[config.mk]
export PLATFORM = sky130hd
export DESIGN_NAME = vt4_cfg
export DESIGN_NICKNAME = d
export VERILOG_FILES = /design/src/rtl/vt4_pkg.sv /design/src/rtl/vt4_cfg.sv
export SDC_FILE = /design/constraint.sdc
export NUM_CORES = 1
export LEC_CHECK = 0
export BUFFER_PORTS_ARGS = -buffer_cell sky130_fd_sc_hd__buf_2
export CORE_AREA = 2 2 224 226
export CTS_BUF_LIST = sky130_fd_sc_hd__clkbuf_2 sky130_fd_sc_hd__clkbuf_4 sky130_fd_sc_hd__clkbuf_8
export CTS_CLUSTER_DIAMETER = 100
export DETAILED_ROUTE_END_ITERATION = 8
export DIE_AREA = 0 0 226 228
export PLACE_DENSITY_LB_ADDON = 0.12
export SYNTH_ARGS = -nofsm -noshare
export SYNTH_HDL_FRONTEND = slang
export SYNTH_SLANG_ARGS = --single-unit
[constraint.sdc]
create_clock -name clk -period 1.14 [get_ports clk]
set_clock_uncertainty 0.1 [all_clocks]
set_input_delay 0.228 -clock clk [delete_from_list [all_inputs] [get_ports clk]]
set_output_delay 0.228 -clock clk [all_outputs]
set_load 0.1 [all_outputs]
[src/rtl/vt4_pkg.sv]
package vt4_pkg;

	localparam int FracBitsDefault = 16;
	localparam int NumRegs = 8;
	localparam int CfgAddrW = 3;
	localparam int CfgDataW = 64;
	localparam int FixW = 32;
	localparam int ProdW = 2 * FixW;
	localparam int PairW = ProdW + 1;
	localparam int SumW = ProdW + 2;

	typedef logic [CfgAddrW-1:0] cfg_addr_t;
	typedef logic [CfgDataW-1:0] cfg_word_t;
	typedef logic [FixW-1:0] fix_t;
	typedef fix_t [3:0] row_t;
	typedef row_t [3:0] mat_t;
	typedef logic signed [SumW-1:0] sum_t;

	localparam cfg_word_t CfgReset [NumRegs] = '{
		64'h0001_0000_0000_0000,
		64'h0000_0000_0000_0000,
		64'h0000_0000_0001_0000,
		64'h0000_0000_0000_0000,
		64'h0000_0000_0000_0000,
		64'h0001_0000_0000_0000,
		64'h0000_0000_0000_0000,
		64'h0000_0000_0001_0000
	};

	typedef struct packed {
		logic signed [FixW-1:0] vec_x;
		logic signed [FixW-1:0] vec_y;
		logic signed [FixW-1:0] vec_z;
		logic signed [FixW-1:0] vec_w;
	} in_t;

	typedef struct packed {
		logic signed [FixW-1:0] out_x;
		logic signed [FixW-1:0] out_y;
		logic signed [FixW-1:0] out_z;
		logic signed [FixW-1:0] out_w;
		logic clipped;
	} out_t;

	typedef struct packed {
		logic s1;
		logic s2;
		logic s3;
	} stage_en_t;

endpackage

[src/rtl/vt4_cfg.sv]
module vt4_cfg (
	input  logic                clk,
	input  logic                arst_n,
	input  logic                cfg_we,
	input  vt4_pkg::cfg_addr_t  cfg_addr,
	input  vt4_pkg::cfg_word_t  cfg_data,
	output vt4_pkg::mat_t       mat
);

	vt4_pkg::cfg_word_t regs_q [vt4_pkg::NumRegs];

	always_ff @(posedge clk or negedge arst_n) begin
		if (!arst_n) begin
			for (int i = 0; i < vt4_pkg::NumRegs; i++) begin
				regs_q[i] <= vt4_pkg::CfgReset[i];
			end
		end else if (cfg_we) begin
			regs_q[cfg_addr] <= cfg_data;
		end
	end

	// Each row uses two registers; the left column of a pair sits in the high half.
	for (genvar r = 0; r < 4; r++) begin : g_row
		for (genvar c = 0; c < 4; c++) begin : g_col
			localparam int RegIdx = 2 * r + c / 2;
			if (c % 2 == 0) begin : g_hi
				assign mat[r][c] = regs_q[RegIdx][63:32];
			end else begin : g_lo
				assign mat[r][c] = regs_q[RegIdx][31:0];
			end
		end
	end

endmodule

Yosys cells after proc, flatten, opt, wreduce, memory -nomap -nowiden. Cells that the tools add are included.

Logic and storage cells: 15. RAM bits: 0. Register bits after elaboration: 512. Latch bits: 0. Output and inout bits: 512. Bits of input ports: 70. Memories: 0. Memory bits (read-only): 0.

Multiply operators: 0. $lt $le $gt $ge: 2. Reduce and logical (&&, ||, !) cells: 1. Div/mod/pow operators: 0. Eq/ne operators: 0. Add/subtract/negate cells: 0. Shift-type cells: 0. Bitwise logic cells: 1. Mux-type cells: 3.

Operators by type and width (number): $bwmux W512 (1); $demux W64 S3 (1); $mux W64 (1); $ge A4 B4 Y1 const B (1); $lt A4 B1 Y1 const B (1); $not A3 Y4 (1); $logic_and A1 B1 Y1 (1).

Longest topological paths before layout.
Depth after elaboration: 6. Gate-level depth with buffers: 4. Depth with buffers taken out: 2.

Worst setup path before layout. OpenSTA, ideal clock, no wires.

Path type: input to register. Start point: input port cfg_addr[0]. End point: register regs_q (netlist bit mat[0]). Arrival time: 1.155 ns. Path slack: -0.240 ns. Data required time: 0.915 ns. Setup time: 0.125 ns. Stages on the path: 4. Cell sequence: nor4b_2 buf_4 buf_4 mux2_2.

Cells in the longest elaborated chain, start to end: 6. Elaborated cells on any way between the ends: 7. Classes of those cells: 2 x order compare; 3 x mux; 1 x bitwise; 1 x reduce/logical.

Ends and longest elaborated chain: start: declaration (RTL line vt4_cfg.sv:5) `input vt4_pkg::cfg_addr_t cfg_addr,`; $not A3 Y4 (implied by the code) (*) (RTL line vt4_cfg.sv:18) `regs_q[cfg_addr] <= cfg_data;`; $ge A4 B4 Y1 (implied by the code) / $lt A4 B1 Y1 (equally long branches) (RTL line vt4_cfg.sv:18); $logic_and A1 B1 Y1 (implied by the code) (RTL line vt4_cfg.sv:18); $mux W64 (implied by the code) (RTL line vt4_cfg.sv:18); $demux W64 S3 (*) (RTL line vt4_cfg.sv:18); $bwmux W512 (*) (RTL line vt4_cfg.sv:18); end signal: indexed assignment (RTL line vt4_cfg.sv:15) `regs_q[i] <= vt4_pkg::CfgReset[i];`; end signal: indexed assignment (RTL line vt4_cfg.sv:18); end: declaration (RTL line vt4_cfg.sv:10) `vt4_pkg::cfg_word_t regs_q [vt4_pkg::NumRegs];`.

Mark *: on every way between the ends. The rest lies on a longest branch, timed or not. A chain may end at the register's enable or synchronous reset.

Worst setup path after layout.
Start point: register regs_q (netlist bit mat[336]). End point: output port mat[336] (netlist bit).

RTL lines: end: declaration (RTL line vt4_cfg.sv:7) `output vt4_pkg::mat_t mat`.

No word-level cell between the ends.

==> results.cfg <==
[yosys]
synth_cell_types = 11
synthMostInstantiatedCell = mux2_2
yosysSeqAreaShare = 0.668
ys_warn_count = 0
netlist_top_cells_count = mux2_2 (512), dfrtp_1 (508), buf_4 (25), clkbuf_8 (18), buf_2 (9)
synthTopCellsByArea = dfrtp_1 (66%), mux2_2 (30%), clkbuf_8 (1.3%), buf_4 (0.98%), dfstp_2 (0.55%)
synth-simple-area-share = 0.00476
synth_compound_area_frac = 0
synth_ff_type = dfrtp_1
synth_fa_ha_area_frac = 0
synth_edf_count = 0
syn_area_per_cell_um2 = 17.7
netlist_area_um2 = 19200
synth_nets = 1157
ys_ff_latch = 512
synthArstFlopShare = 1.00
synth_top_area_share = 0.662
synth_top_family_by_area = multiplexers
synth_top_area_cell = dfrtp_1
synth_xor_area_frac = 0
muxShareOfSynthArea = 0.300
synth_cells = 1087

[floorplanning]
start_util = 0.389
io-pin-count = 582
num_rows = 82
fp.dieH_um = 228
design.core.area_um2 = 49300
die_w_um = 226
dieArea_um2 = 51500

[clock_network]
clock_path_buffers = 3
htreeDepth = 3
cts_buffers = 85
cts_tree = built
path_clk_slew_ps = 60
cts.hold.buffers_added = 66
cts_sinks = 512
clock_latency_ps = 660
root_buffer = clkbuf_8

[timing]
worst_pin_slew_ps = 343
fmax_mhz = 560
fin_ws_ps = -644
finalHoldViolCount = 12
drv_slew = 0
slew_headroom = 0.771
period_needed_ps = 1780
fin_setup_tns_ps = -222480
finalSetupViolCount = 514
fin_crit_sh = 1.57
rsz0062_at_grt = true
hold-worst-slack_ps = -68.6

[status]
status = complete, but fails checks
violations = negative hold slack, negative setup slack

[placement]
globalplace.congestion = 0.779
io_buffers = 581
dpl_cell_area_um2 = 32000
pre_cts_ws_ps = -570
dp_hpwl_um = 45600

[route]
avgViaCountPerCell = 4.79
drt_iter0_markers = 377
drtPass1Iterations = 4
post_drt_wl_per_cell_um = 23.8
num_vias = 12600
drt-total-wl_um = 62600
ant_nets = 0
drc_errors = 0

[finish]
final_util = 0.705
area_growth_pct = 81.4
largest_reg_flops = 512
multi_input_area_um2 = 5980
stdcell_area_um2 = 34800
nNetsFinal = 1957
regArea_um2 = 13400
fillCellCount = 3145
layout-drive-gt1-share = 0.938

[power]
p_leak_nw = 14.9
powerDensity_nw_per_um2 = 2870
ir_drop_mv = 2.01
total_power_mw = 99.9

[critical_path]
worstPathArrival_ps = 1460
cp_slowest_stage_delay_ps = 630
crit_family = flip-flops
path_cells = buf_12
cp-end-kind = output pin
cp.required_ps = 810
cpMaxStageDelayCell = dfstp_4
crit_fanout = 2
crit_buf_inv = 1
crit_type = register to output pin
startpoint_type = register

[job]
maxCapViolCount = 0

[global_routing]
grt_overflow = 0
grt_first_pass_wirelength_um = 93600
grt_usage = 0.247
grt_pass1_vias = 14000
grt_max_degree = 61
antenna_found_initial = 3

[hold_path]
hold_path.class = input port to async pin
[cell families after synthesis]
| group | count (synthesis) |
|---|---|
| mux | 512 |
| simple gates | 8 |
| flops | 512 |
| buf+inv | 55 |
[metrics by stage]
stage               std cells  hold slack, ps
floorplan                1087            -168
global placement         2374          -0.838
detailed placement       2374            2.40
CTS                      2616            37.2
global route             2630           -96.4
finish                   2632           -68.6
[final timing paths]
kind                                   from  endpoint  slack [ps]  cells after the start
worst max-delay path               mat[336]  mat[336]        -640                      1
worst min-delay path                 arst_n  mat[443]         -70                      2
worst max register to register      mat[46]   mat[46]           0                      3
min in group clk                cfg_addr[2]   mat[51]         110                      4
worst min register to register     mat[376]  mat[376]         450                      1
max in group asynchronous            arst_n  mat[364]         290                      4
[cell type report]
class                      count  share of cell area
antenna                        2            0.000144
clock buffer                 146              0.0511
clock inverter                12             0.00424
multi-input combinational    520               0.172
sequential                   512               0.385
tap                          672              0.0242
timing repair buffer         768               0.364
[cells in the final DEF (no fill, tap or decap), types with 3 or more instances in the layout]
| cell type | instances |
|---|---|
| and4bb_4 | 3 |
| buf_12 | 550 |
| buf_2 | 68 |
| buf_4 | 80 |
| buf_6 | 4 |
| bufinv_16 | 3 |
| clkbuf_4 | 37 |
| clkbuf_8 | 109 |
| clkinv_2 | 4 |
| clkinvlp_4 | 5 |
| dfrtp_1 | 53 |
| dfrtp_2 | 455 |
| dlygate4sd3_1 | 65 |
| mux2_2 | 488 |
| mux2_4 | 24 |
| nand4b_1 | 3 |
[layer usage]
layer | global-route usage | vias up | wire (um)
met1 | 0.283 | 6534 | 23600
met5 | 0 | - | 13
li1 | - | 5479 | -
met4 | 0.112 | 2 | 2670
met3 | 0.0985 | 141 | 5650
met2 | 0.404 | 456 | 30700
[report_power, final]
group | internal, mW | switching (mW) | leakage (nW)
Combinational | 19.3 | 35.3 | 8.27
Clock | 10.5 | 7.38 | 1.01
Sequential | 23.0 | 4.40 | 5.65
Total | 52.8 | 47.1 | 14.9
[repair_timing]
action / CTS / global route
buffers inserted: 18 / 15
endpoints found under the setup margin: 512 / 524
endpoints found under the hold margin: 1024 / 12
gates cloned: 0 / 0
gates resized for setup: 0 / 4
pin swaps: 0 / 0
Note: power is estimated with default switching activity, not from simulation.
